<file path="config.mk">
export PLATFORM = sky130hd
export DESIGN_NAME = lru_key_value_cache
export DESIGN_NICKNAME = d
export VERILOG_FILES = /design/src/sv/lkv_pkg.sv /design/src/sv/lkv_ctrl.sv /design/src/sv/lkv_datapath.sv /design/src/sv/lru_key_value_cache.sv
export VERILOG_INCLUDE_DIRS = /design/src /design/src/sv
export SDC_FILE = /design/constraint.sdc
export NUM_CORES = 1
export LEC_CHECK = 0
export ABC_AREA = 1
export BUFFER_PORTS_ARGS = -buffer_cell sky130_fd_sc_hd__buf_2
export CORE_MARGIN = 3
export CORE_UTILIZATION = 40
export CTS_BUF_LIST = sky130_fd_sc_hd__clkbuf_2 sky130_fd_sc_hd__clkbuf_4 sky130_fd_sc_hd__clkbuf_8
export DETAILED_ROUTE_END_ITERATION = 6
export GPL_TIMING_DRIVEN = 0
export PLACE_DENSITY = 0.67
export SETUP_SLACK_MARGIN = 0.3
export SYNTH_ARGS = -nofsm -noshare
export SYNTH_HDL_FRONTEND = slang
export SYNTH_SLANG_ARGS = --single-unit
</file>
<file path="constraint.sdc">
create_clock -name i_clk -period 24.3 [get_ports i_clk]
set_input_delay 3.645 -clock i_clk [delete_from_list [all_inputs] [get_ports i_clk]]
set_output_delay 3.645 -clock i_clk [all_outputs]
set_load 0.05 [all_outputs]
</file>
<file path="src/sv/assert_macros.svh">
// assertion macros shared by the cache rtl
// every macro samples on i_clk and is held off while i_rst_n is low
`ifndef ASSERT_MACROS_SVH
`define ASSERT_MACROS_SVH

// expression holds at every edge
`define ASSERT_ALWAYS(label, expr, msg) \
    label: assert property (@(posedge i_clk) disable iff (!i_rst_n) (expr)) \
        else $error(msg);

// consequent holds in the same cycle as the antecedent
`define ASSERT_IMPLY(label, ante, cons, msg) \
    label: assert property (@(posedge i_clk) disable iff (!i_rst_n) (ante) |-> (cons)) \
        else $error(msg);

// consequent holds in the cycle after the antecedent
`define ASSERT_NEXT(label, ante, cons, msg) \
    label: assert property (@(posedge i_clk) disable iff (!i_rst_n) (ante) |=> (cons)) \
        else $error(msg);

`endif

</file>
<file path="src/sv/lkv_pkg.sv">
// shared constants and types for the lru key-value cache
// no dependencies
`timescale 1ns / 1ps
`default_nettype none

package lkv_pkg;

    localparam int DEPTH      = 16;
    localparam int DATA_WIDTH = 32;
    localparam int CNT_W      = $clog2(DEPTH + 1);
    localparam int CAP_W      = 5;
    localparam int ADDR_W     = 3;

    localparam logic [ADDR_W-1:0] ADDR_CAPACITY = ADDR_W'(0);
    localparam logic [CAP_W-1:0]  CAP_RESET     = CAP_W'(16);

    localparam logic REQ_LOOKUP = 1'b0;
    localparam logic REQ_INSERT = 1'b1;

    typedef enum logic [0:0] {
        ST_IDLE,
        ST_MOVE
    } t_state;

    typedef struct packed {
        logic do_insert;
        logic do_match;
        logic do_move;
    } t_dp_cmd;

    typedef struct packed {
        logic [CNT_W-1:0] fill;
    } t_dp_stat;

endpackage

`default_nettype wire

</file>
<file path="src/sv/lkv_ctrl.sv">
// request sequencer: accepts transfers, issues datapath commands,
// owns the result valid flag; depends on lkv_pkg
`timescale 1ns / 1ps
`default_nettype none

module lkv_ctrl
    import lkv_pkg::*;
(
    input  wire logic    i_clk,
    input  wire logic    i_rst_n,
    input  wire logic    i_req_valid,
    input  wire logic    i_req_type,
    output logic         o_req_stall,
    output logic         o_rsp_valid,
    input  wire logic    i_rsp_stall,
    output t_dp_cmd      o_cmd
);

    t_state r_state, n_state;
    logic   r_rsp_valid, n_rsp_valid;

    always_ff @(posedge i_clk) begin
        if (!i_rst_n) begin
            r_state     <= ST_IDLE;
            r_rsp_valid <= 1'b0;
        end else begin
            r_state     <= n_state;
            r_rsp_valid <= n_rsp_valid;
        end
    end

    always_comb begin
        n_state     = r_state;
        n_rsp_valid = r_rsp_valid && i_rsp_stall;
        o_cmd       = '0;
        o_req_stall = 1'b1;
        unique case (r_state)
            ST_IDLE: begin
                o_req_stall = !i_rst_n;
                if (i_req_valid && i_rst_n) begin
                    if (i_req_type == REQ_INSERT) begin
                        o_cmd.do_insert = 1'b1;
                    end else begin
                        o_cmd.do_match = 1'b1;
                        n_state        = ST_MOVE;
                    end
                end
            end
            ST_MOVE: begin
                // result register must be empty or draining this cycle
                if (!r_rsp_valid || !i_rsp_stall) begin
                    o_cmd.do_move = 1'b1;
                    n_rsp_valid   = 1'b1;
                    n_state       = ST_IDLE;
                end
            end
            default: begin
                n_state = ST_IDLE;
            end
        endcase
    end

    assign o_rsp_valid = r_rsp_valid;

endmodule

`default_nettype wire

</file>
<file path="src/sv/lkv_datapath.sv">
// entry storage in recency order, parallel key compare, move-to-front
// shifter and result registers; depends on lkv_pkg
`timescale 1ns / 1ps
`default_nettype none

module lkv_datapath
    import lkv_pkg::*;
(
    input  wire logic                  i_clk,
    input  wire logic                  i_rst_n,
    input  wire t_dp_cmd               i_cmd,
    input  wire logic [CNT_W-1:0]      i_eff_cap,
    input  wire logic [DATA_WIDTH-1:0] i_key,
    input  wire logic [DATA_WIDTH-1:0] i_value,
    output logic                       o_hit,
    output logic [DATA_WIDTH-1:0]      o_read_value,
    output t_dp_stat                   o_stat
);

    logic [DATA_WIDTH-1:0] r_key   [DEPTH];
    logic [DATA_WIDTH-1:0] r_value [DEPTH];
    logic [DATA_WIDTH-1:0] n_key   [DEPTH];
    logic [DATA_WIDTH-1:0] n_value [DEPTH];
    logic [CNT_W-1:0]      r_count, n_count;
    logic [DEPTH-1:0]      r_match, n_match;
    logic                  r_hit;
    logic [DATA_WIDTH-1:0] r_read_value;

    logic [DEPTH-1:0]      first;
    logic [DEPTH-1:0]      upto;
    logic                  found;
    logic [DATA_WIDTH-1:0] sel_key;
    logic [DATA_WIDTH-1:0] sel_value;
    logic [CNT_W-1:0]      keep;

    always_comb begin
        logic acc;
        acc       = 1'b0;
        n_match   = r_match;
        found     = |r_match;
        // isolate the match nearest the front
        first     = r_match & (~r_match + DEPTH'(1));
        sel_key   = '0;
        sel_value = '0;
        for (int i = 0; i < DEPTH; i++) begin
            if (first[i]) begin
                sel_key   = sel_key | r_key[i];
                sel_value = sel_value | r_value[i];
            end
            // positions at or in front of the hit
            upto[i] = found && !acc;
            acc     = acc | first[i];
        end

        if (i_cmd.do_match) begin
            for (int i = 0; i < DEPTH; i++) begin
                n_match[i] = (CNT_W'(i) < r_count) && (r_key[i] == i_key);
            end
        end

        keep    = (r_count >= i_eff_cap) ? (i_eff_cap - CNT_W'(1)) : r_count;
        n_count = r_count;
        n_key   = r_key;
        n_value = r_value;
        if (i_cmd.do_insert) begin
            // entries past the kept fill drop out of the count
            for (int i = 1; i < DEPTH; i++) begin
                n_key[i]   = r_key[i-1];
                n_value[i] = r_value[i-1];
            end
            n_key[0]   = i_key;
            n_value[0] = i_value;
            n_count    = keep + CNT_W'(1);
        end else if (i_cmd.do_move && found) begin
            for (int i = 1; i < DEPTH; i++) begin
                if (upto[i]) begin
                    n_key[i]   = r_key[i-1];
                    n_value[i] = r_value[i-1];
                end
            end
            n_key[0]   = sel_key;
            n_value[0] = sel_value;
        end
    end

    always_ff @(posedge i_clk) begin
        r_key   <= n_key;
        r_value <= n_value;
        r_match <= n_match;
        if (i_cmd.do_move) begin
            r_hit        <= found;
            r_read_value <= found ? sel_value : '0;
        end
    end

    always_ff @(posedge i_clk) begin
        if (!i_rst_n) begin
            r_count <= '0;
        end else begin
            r_count <= n_count;
        end
    end

    assign o_hit        = r_hit;
    assign o_read_value = r_read_value;
    assign o_stat.fill  = r_count;

endmodule

`default_nettype wire

</file>
<file path="src/sv/lru_key_value_cache.sv">
// lru key-value cache, most recent entry at the front
// insert: accepted while idle, no result; lookup: key compare registered, then
// move-to-front into the result register, which a stalled result can hold off
// sustained: one insert per cycle while idle; lookups stall requests until moved
// reset: synchronous, store empty, capacity_in_use back to 16; entries uncleared
`timescale 1ns / 1ps
`default_nettype none
`include "assert_macros.svh"

module lru_key_value_cache
    import lkv_pkg::*;
(
    input  wire logic                  i_clk,
    input  wire logic                  i_rst_n,
    input  wire logic                  i_req_valid,
    output logic                       o_req_stall,
    input  wire logic                  i_req_type,
    input  wire logic [DATA_WIDTH-1:0] i_req_key,
    input  wire logic [DATA_WIDTH-1:0] i_req_value,
    output logic                       o_rsp_valid,
    input  wire logic                  i_rsp_stall,
    output logic                       o_hit,
    output logic [DATA_WIDTH-1:0]      o_read_value,
    input  wire logic                  psel,
    input  wire logic                  penable,
    input  wire logic                  pwrite,
    input  wire logic [ADDR_W-1:0]     paddr,
    input  wire logic [31:0]           pwdata,
    output logic [31:0]                prdata,
    output logic                       pready
);

    logic [CAP_W-1:0] r_capacity;
    logic [CNT_W-1:0] eff_cap;
    t_dp_cmd          cmd;
    t_dp_stat         stat;

    assign pready = 1'b1;

    always_ff @(posedge i_clk) begin
        if (!i_rst_n) begin
            r_capacity <= CAP_RESET;
        end else if (psel && penable && pwrite && paddr == ADDR_CAPACITY) begin
            r_capacity <= pwdata[CAP_W-1:0];
        end
    end

    assign prdata = (paddr == ADDR_CAPACITY) ? 32'(r_capacity) : '0;

    // zero behaves as one, anything past the store size as the store size
    always_comb begin
        if (r_capacity == '0) begin
            eff_cap = CNT_W'(1);
        end else if (32'(r_capacity) > 32'(DEPTH)) begin
            eff_cap = CNT_W'(DEPTH);
        end else begin
            eff_cap = CNT_W'(r_capacity);
        end
    end

    lkv_ctrl u_ctrl (
        .i_clk       (i_clk),
        .i_rst_n     (i_rst_n),
        .i_req_valid (i_req_valid),
        .i_req_type  (i_req_type),
        .o_req_stall (o_req_stall),
        .o_rsp_valid (o_rsp_valid),
        .i_rsp_stall (i_rsp_stall),
        .o_cmd       (cmd)
    );

    lkv_datapath u_datapath (
        .i_clk        (i_clk),
        .i_rst_n      (i_rst_n),
        .i_cmd        (cmd),
        .i_eff_cap    (eff_cap),
        .i_key        (i_req_key),
        .i_value      (i_req_value),
        .o_hit        (o_hit),
        .o_read_value (o_read_value),
        .o_stat       (stat)
    );

    `ASSERT_ALWAYS(a_fill_bound, 32'(stat.fill) <= 32'(DEPTH), "fill above store depth")
    `ASSERT_NEXT(a_insert_fill, cmd.do_insert, stat.fill != '0, "insert left store empty")
    `ASSERT_IMPLY(a_miss_zero, o_rsp_valid && !o_hit, o_read_value == '0, "miss with nonzero value")
    `ASSERT_IMPLY(a_one_cmd, cmd.do_insert || cmd.do_match, o_req_stall == 1'b0, "command while stalled")

endmodule

`default_nettype wire
</file>
# == After elaboration in Yosys (flattened, before gate mapping) ==
# Cells that the tools add are included.
# word_totals
regBits,1085
inputBits,107
output_inout_bits,68
elab_cells,295
# classes
add_sub_neg,3
n_lt_le_gt_ge,18
eq_ne,16
mux,82
n_bitwise,47
n_reduce_logical,90
# ops
operator,n
$mux 512,4
$mux 32,62
$or 32x32->32,30
$eq 32x32->1,16
$lt 4x5->1 const A,8
$logic_and 1x1->1,37
$reduce_bool 2->1,16
$reduce_and 2->1,15
$lt 3x5->1 const A,4
$mux 5,4
$logic_not 1->1,18
$add 16x1->16 const B,1
$and 16x16->16,1
$not 16->16,1
$reduce_or 16->1,1
$or 1x1->1,14
$lt 1x5->1 const A,2
$lt 2x5->1 const A,2
$mux 1,9
$add 5x1->5 const B,1
$ge 5x5->1,1
$gt 5x5->1 const B,1
$logic_not 5->1,1
$sub 5x1->5 const B,1
5 further kinds,6

# == Longest topological paths before layout ==
# logic_depth
depth_word,36
depth_mapped,19
depth_no_buf,18

# == Modules after synthesis ==
# Synthesis repeated with hierarchy kept, for this count alone.
# hier_totals
cells_unflattened,4626
hier_area_um2,49417.4
# by_module_without_submodules
mod,instances,cells_per_inst,area_each_um2,seq_area_each_um2
lkv_datapath,1,4522,48748.0,32321.0
lru_key_value_cache,1,84,555.5,100.1
lkv_ctrl,1,20,113.9,40.0

# == Worst setup path before layout ==
# OpenSTA, ideal clock, no wires.
# synth_timing
path_kind,input-to-reg
start,input port i_rsp_stall
end,register u_datapath.r_key[256] in the netlist's numbering (enable)
setup_time_ps,581
arrival_time_ps,10613
required_time_ps,23719
path_slack_ps,13107
stages,6
path_buffers,1
cell_sequence,nand2_1 inv_1 nor2_1 nand2_1 buf_2 o31ai_1
# synth_lines
element,line_no,text
from (decl),lru_key_value_cache.sv:21,"input wire logic i_rsp_stall,"
to (signal assigned),lkv_datapath.sv:87,r_key <= n_key;
to (decl),lkv_datapath.sv:20,logic [DATA_WIDTH-1:0] r_key [DEPTH];

# == Worst setup path in the final report ==
# layout_timing
start,input port paddr[1]
end,output port prdata[3]
# layout_via
elab_chain_cells,2
# layout_lines
element,line_no,text
from (decl),lru_key_value_cache.sv:27,"input wire logic [ADDR_W-1:0] paddr,"
$logic_not 3->1,lru_key_value_cache.sv:48,assign prdata = (paddr == ADDR_CAPACITY) ? 32'(r_capacity) : '0;
$mux 5,lru_key_value_cache.sv:48,
to (decl),lru_key_value_cache.sv:29,"output logic [31:0] prdata,"
# Every way passes these cells.

==> impl_metrics.prom <==
# TYPE chip_impl_metric gauge
chip_impl_metric{name="slew_viol_final",unit=""} 33
chip_impl_info{name="crit_start",value="paddr[1]"} 1
chip_impl_info{name="violated_checks",value="capacitance limit, slew limit"} 1
chip_impl_metric{name="cts_hold_buffers",unit=""} 0
chip_impl_metric{name="post_cts_resize_count",unit=""} 0
chip_impl_metric{name="postCtsSetupRepairBufs",unit=""} 0
chip_impl_info{name="outcome",value="finished, violations left"} 1
chip_impl_metric{name="cp_max_fo",unit=""} 5
chip_impl_metric{name="share_of_total_power_in_combinational_logic",unit=""} 0.082
chip_impl_metric{name="slew-limit-headroom",unit=""} -0.0683
chip_impl_metric{name="worst_setup_hold_path_clk_slew",unit="ns"} 0.06
chip_impl_metric{name="switching_share",unit=""} 0.268
chip_impl_metric{name="num_io_pins",unit=""} 175
chip_impl_info{name="hold_path_end",value="u_datapath.r_value[452]"} 1
chip_impl_info{name="yosysTopAreaCell",value="edfxtp_1"} 1
chip_impl_metric{name="synth.distinct_cells",unit=""} 53
chip_impl_metric{name="ys_seq_area_frac",unit=""} 0.650
chip_impl_metric{name="overall_routed_net_length",unit="um"} 226000
chip_impl_metric{name="sequential_cell_area_in_the_final_layout",unit="sq mm"} 0.0325
chip_impl_metric{name="final_replace_weighted_congestion",unit=""} 1.01
chip_impl_metric{name="proportion_of_layout_cells_with_a_drive_suffix_above_1",unit=""} 0.136
chip_impl_metric{name="grt_pass1_wl",unit="um"} 301000
chip_impl_metric{name="dp_hpwl",unit="um"} 176000
chip_impl_metric{name="fmax",unit="GHz"} 0.123
chip_impl_metric{name="worstHoldPathCells",unit=""} 0
chip_impl_info{name="cts_root_buffer",value="clkbuf_8"} 1
chip_impl_metric{name="worst_ir_drop_vdd",unit="mV"} 0.0576
chip_impl_metric{name="cp_data_arrival_time",unit="ns"} 4.49
chip_impl_info{name="critical_path.endpoint_type",value="output port"} 1
chip_impl_metric{name="syn_to_final_growth",unit="%"} 15.0
chip_impl_metric{name="power_per_cell_area",unit="mW/mm^2"} 72.3
chip_impl_metric{name="tritoncts.num_buffers",unit=""} 188
chip_impl_info{name="min_from",value="u_datapath.r_value[484]"} 1
chip_impl_metric{name="grt_max_degree",unit=""} 48
chip_impl_metric{name="core",unit="sq mm"} 0.123
chip_impl_metric{name="data_required_time_at_the_worst_endpoint",unit="ns"} 20.65
chip_impl_metric{name="rrSetupSlack",unit="ns"} 19.91
chip_impl_metric{name="internal-power",unit="mW"} 3.04
chip_impl_metric{name="fp-row-count",unit=""} 128
chip_impl_metric{name="drt_drc_violations_left",unit=""} 0
chip_impl_metric{name="final_cell_count_no_fill",unit=""} 6831
chip_impl_metric{name="power_frac_seq",unit=""} 0.519
chip_impl_info{name="reg2reg_from",value="u_datapath.r_match[4]"} 1
chip_impl_metric{name="first_iter_violations",unit=""} 6543
chip_impl_metric{name="detailroute.via_count",unit=""} 39600
chip_impl_metric{name="netlist_area_before_placement",unit="sq mm"} 0.0499
chip_impl_metric{name="max_cap_violations",unit=""} 3
chip_impl_metric{name="synthesized_netlist_cell_count",unit=""} 4683
chip_impl_metric{name="final-setup-viol-count",unit=""} 0
chip_impl_metric{name="clkSinkCount",unit=""} 1085
chip_impl_metric{name="max_slew.worst_pin.slew",unit="ns"} 1.60
chip_impl_metric{name="finalClockSkew",unit="ns"} 0.0506
chip_impl_metric{name="multi_input_comb_area",unit="sq mm"} 0.0148
chip_impl_metric{name="p_clk_frac",unit=""} 0.399
chip_impl_info{name="min-delay-path-class",value="flop to flop"} 1
chip_impl_metric{name="placed_cells",unit=""} 6488
chip_impl_metric{name="worstRegToRegCells",unit=""} 11
chip_impl_metric{name="layout_min_cycle_time",unit="ns"} 8.13
chip_impl_metric{name="detailedRoute.firstPassIterationCount",unit=""} 6
chip_impl_metric{name="via_per_inst",unit=""} 5.80
chip_impl_info{name="rsz_0062_raised_after_global_routing",value="false"} 1
chip_impl_metric{name="ys_seq_elements",unit=""} 1085
chip_impl_metric{name="die_w",unit="um"} 359
chip_impl_metric{name="start_util",unit=""} 0.406
chip_impl_metric{name="antenna_found_initial",unit=""} 15
chip_impl_metric{name="grt_pass1_vias",unit=""} 36500
chip_impl_metric{name="design.die.area",unit="sq mm"} 0.129
chip_impl_metric{name="detail-route-antenna-nets",unit=""} 0
chip_impl_metric{name="chipHeight",unit="um"} 359
chip_impl_info{name="tritoncts",value="done"} 1
chip_impl_metric{name="insertion_delay",unit="ns"} 0.91
chip_impl_metric{name="grt.total_usage",unit=""} 0.341
chip_impl_metric{name="grt-ovfl-total",unit=""} 0
chip_impl_metric{name="final_min_period_over_clock_period",unit=""} 0.335
chip_impl_info{name="r2r-end",value="u_datapath.r_key[461]"} 1
chip_impl_metric{name="post_syn_area_per_cell",unit="sq um"} 10.7
chip_impl_info{name="worst_setup_path_start_kind",value="input pin"} 1
chip_impl_metric{name="number_of_warnings_reported_in_the_yosys_synthesis_log",unit=""} 0
chip_impl_metric{name="cts-root-to-sink-buffers",unit=""} 3
chip_impl_metric{name="synth_top_cell_area_share",unit=""} 0.645
chip_impl_info{name="criticalPathCategory",value="input pin to output port"} 1
chip_impl_metric{name="placement.io_buffers",unit=""} 103
chip_impl_metric{name="tns",unit="ns"} 0
chip_impl_metric{name="final_hold_vio_count",unit=""} 0
chip_impl_metric{name="wire_per_inst",unit="um"} 33.1
chip_impl_metric{name="switchingPower",unit="mW"} 1.11
chip_impl_metric{name="leakagePower",unit="nW"} 21.5
chip_impl_info{name="synth_area_leaders",value="edfxtp_1 (65%), nand2_1 (8.7%), nor2_1 (3.5%)"} 1
chip_impl_metric{name="num-fill-cells",unit=""} 11500
chip_impl_metric{name="clock_tree.htree_level_count",unit=""} 4
chip_impl_metric{name="finalNetCount",unit=""} 5169
## cells in the mapped netlist (all sizes together)
| master | count |
|---|---|
| inv | 445 |
| xor2 | 60 |
| a211oi | 7 |
| nand4 | 136 |
| clkbuf | 83 |
| a22oi | 7 |
| edfxtp | 1073 |
| nor4b | 2 |
| dfxtp | 12 |
| nand2 | 1164 |
| nor4 | 34 |
| conb | 2 |
| and3 | 9 |
| o22ai | 103 |
| nand3 | 361 |
| o2111a | 1 |
| o2111ai | 11 |
| nand3b | 9 |
| o221a | 1 |
| a22o | 18 |
| o31ai | 8 |
| clkinv | 7 |
| buf | 154 |
| nor2 | 485 |
| a21oi | 42 |
| a2111oi | 1 |
| nor3 | 11 |
| o21ai | 156 |
| o211ai | 4 |
| o221ai | 5 |
| a221oi | 57 |
| ha | 7 |
| xnor2 | 143 |
| or2 | 65 |
## placed cells by master, fill, tap and decap left out, types with 16 or more instances in the layout
cell type,Yosys,layout
a221oi_1,57,57
xnor2_1,143,143
xor2_1,60,60
edfxtp_1,1073,1073
buf_8,1,22
nand2_1,1156,1155
inv_1,430,430
nand3_1,348,348
buf_1,32,30
buf_4,46,46
o22ai_1,103,103
a22o_1,18,18
clkbuf_4,0,65
buf_16,0,16
clkinv_1,7,55
clkbuf_1,82,82
clkinv_2,0,17
nor2_1,470,469
a21oi_1,42,42
clkbuf_8,0,189
conb_1,2,28
buf_6,16,19
nand4_1,134,134
o21ai_0,143,135
buf_2,59,164
nor4_1,34,34
or2_2,65,65
## routing by layer
metal  wire [um]  part of all wire  track usage  up-vias
met5          13          0.000057            0        -
met4       10900             0.048        0.153        2
met3       29000              0.13        0.103      453
met2       94500              0.42        0.487     2828
met1       92000              0.41        0.477    19500
li1            -                 -            -    16900
## power groups by stage
stage	Combinational, mW	Clock (mW)	Sequential [mW]
detailed placement	0.323	0	2.19
CTS	0.325	1.66	2.15
global route	0.345	1.75	2.16
global placement	0.305	0	2.21
finish	0.340	1.66	2.16
floorplan	0.153	0	2.19
## layout make-up
type,instances,area share
inverter,452,0.0296
multi-input combinational,2935,0.258
antenna,4,0.000174
timing repair buffer,156,0.0273
clock inverter,83,0.00861
buffer,237,0.0221
tap,1625,0.0354
sequential,1085,0.565
clock buffer,254,0.0538
## worst max-delay path, stage by stage
cell and delay (ns):
buf_2 0.09, nor3_1 0.22, inv_1 0.14, nor2_1 0.11, buf_2 0.27
## stage by stage
stage / setup slack [ns] / power (mW) / hold slack, ns / instance area [sq um] / utilization
global placement: 6.89 / 2.51 / 0.427 / 52600 / 0.428
CTS: 16.17 / 4.14 / 0.426 / 57400 / 0.467
finish: 16.17 / 4.15 / 0.410 / 57400 / 0.467
global route: 16.08 / 4.25 / 0.439 / 57400 / 0.467
floorplan: 13.11 / 2.34 / 0.426 / 50000 / -
detailed placement: 16.17 / 2.51 / 0.432 / 53800 / 0.438
## sequential cells by signal, summed over array words and instances (netlist names)
name                     count
r_capacity                   5
u_ctrl.o_rsp_valid           1
u_ctrl.r_state               1
u_datapath.o_hit             1
u_datapath.o_read_value     32
u_datapath.o_stat            5
u_datapath.r_key           512
u_datapath.r_match          16
u_datapath.r_value         512
## worst max-delay path by stage
| stage | end |
|---|---|
| 2_1_floorplan | u_datapath.r_key[256] |
| 3_3_place_gp | u_datapath.r_key[77] |
| 3_5_place_dp | prdata[3] |
| 4_1_cts | prdata[3] |
| 5_1_grt | prdata[3] |
| 6_report | prdata[3] |
## kinds of logic (layout without fill, tap and decap cells)
group | count (synthesis) | after routing | synth area share
fa+ha+maj | 7 | 7 | 0.00175
buf+inv | 689 | 1182 | 0.0595
compound gates | 421 | 421 | 0.0533
flops | 1085 | 1085 | 0.650
other cells | 2 | 32 | 0.000150
simple gates | 2276 | 2276 | 0.199
xor+xnor | 203 | 203 | 0.0356
(Power assumes the default switching activity.)
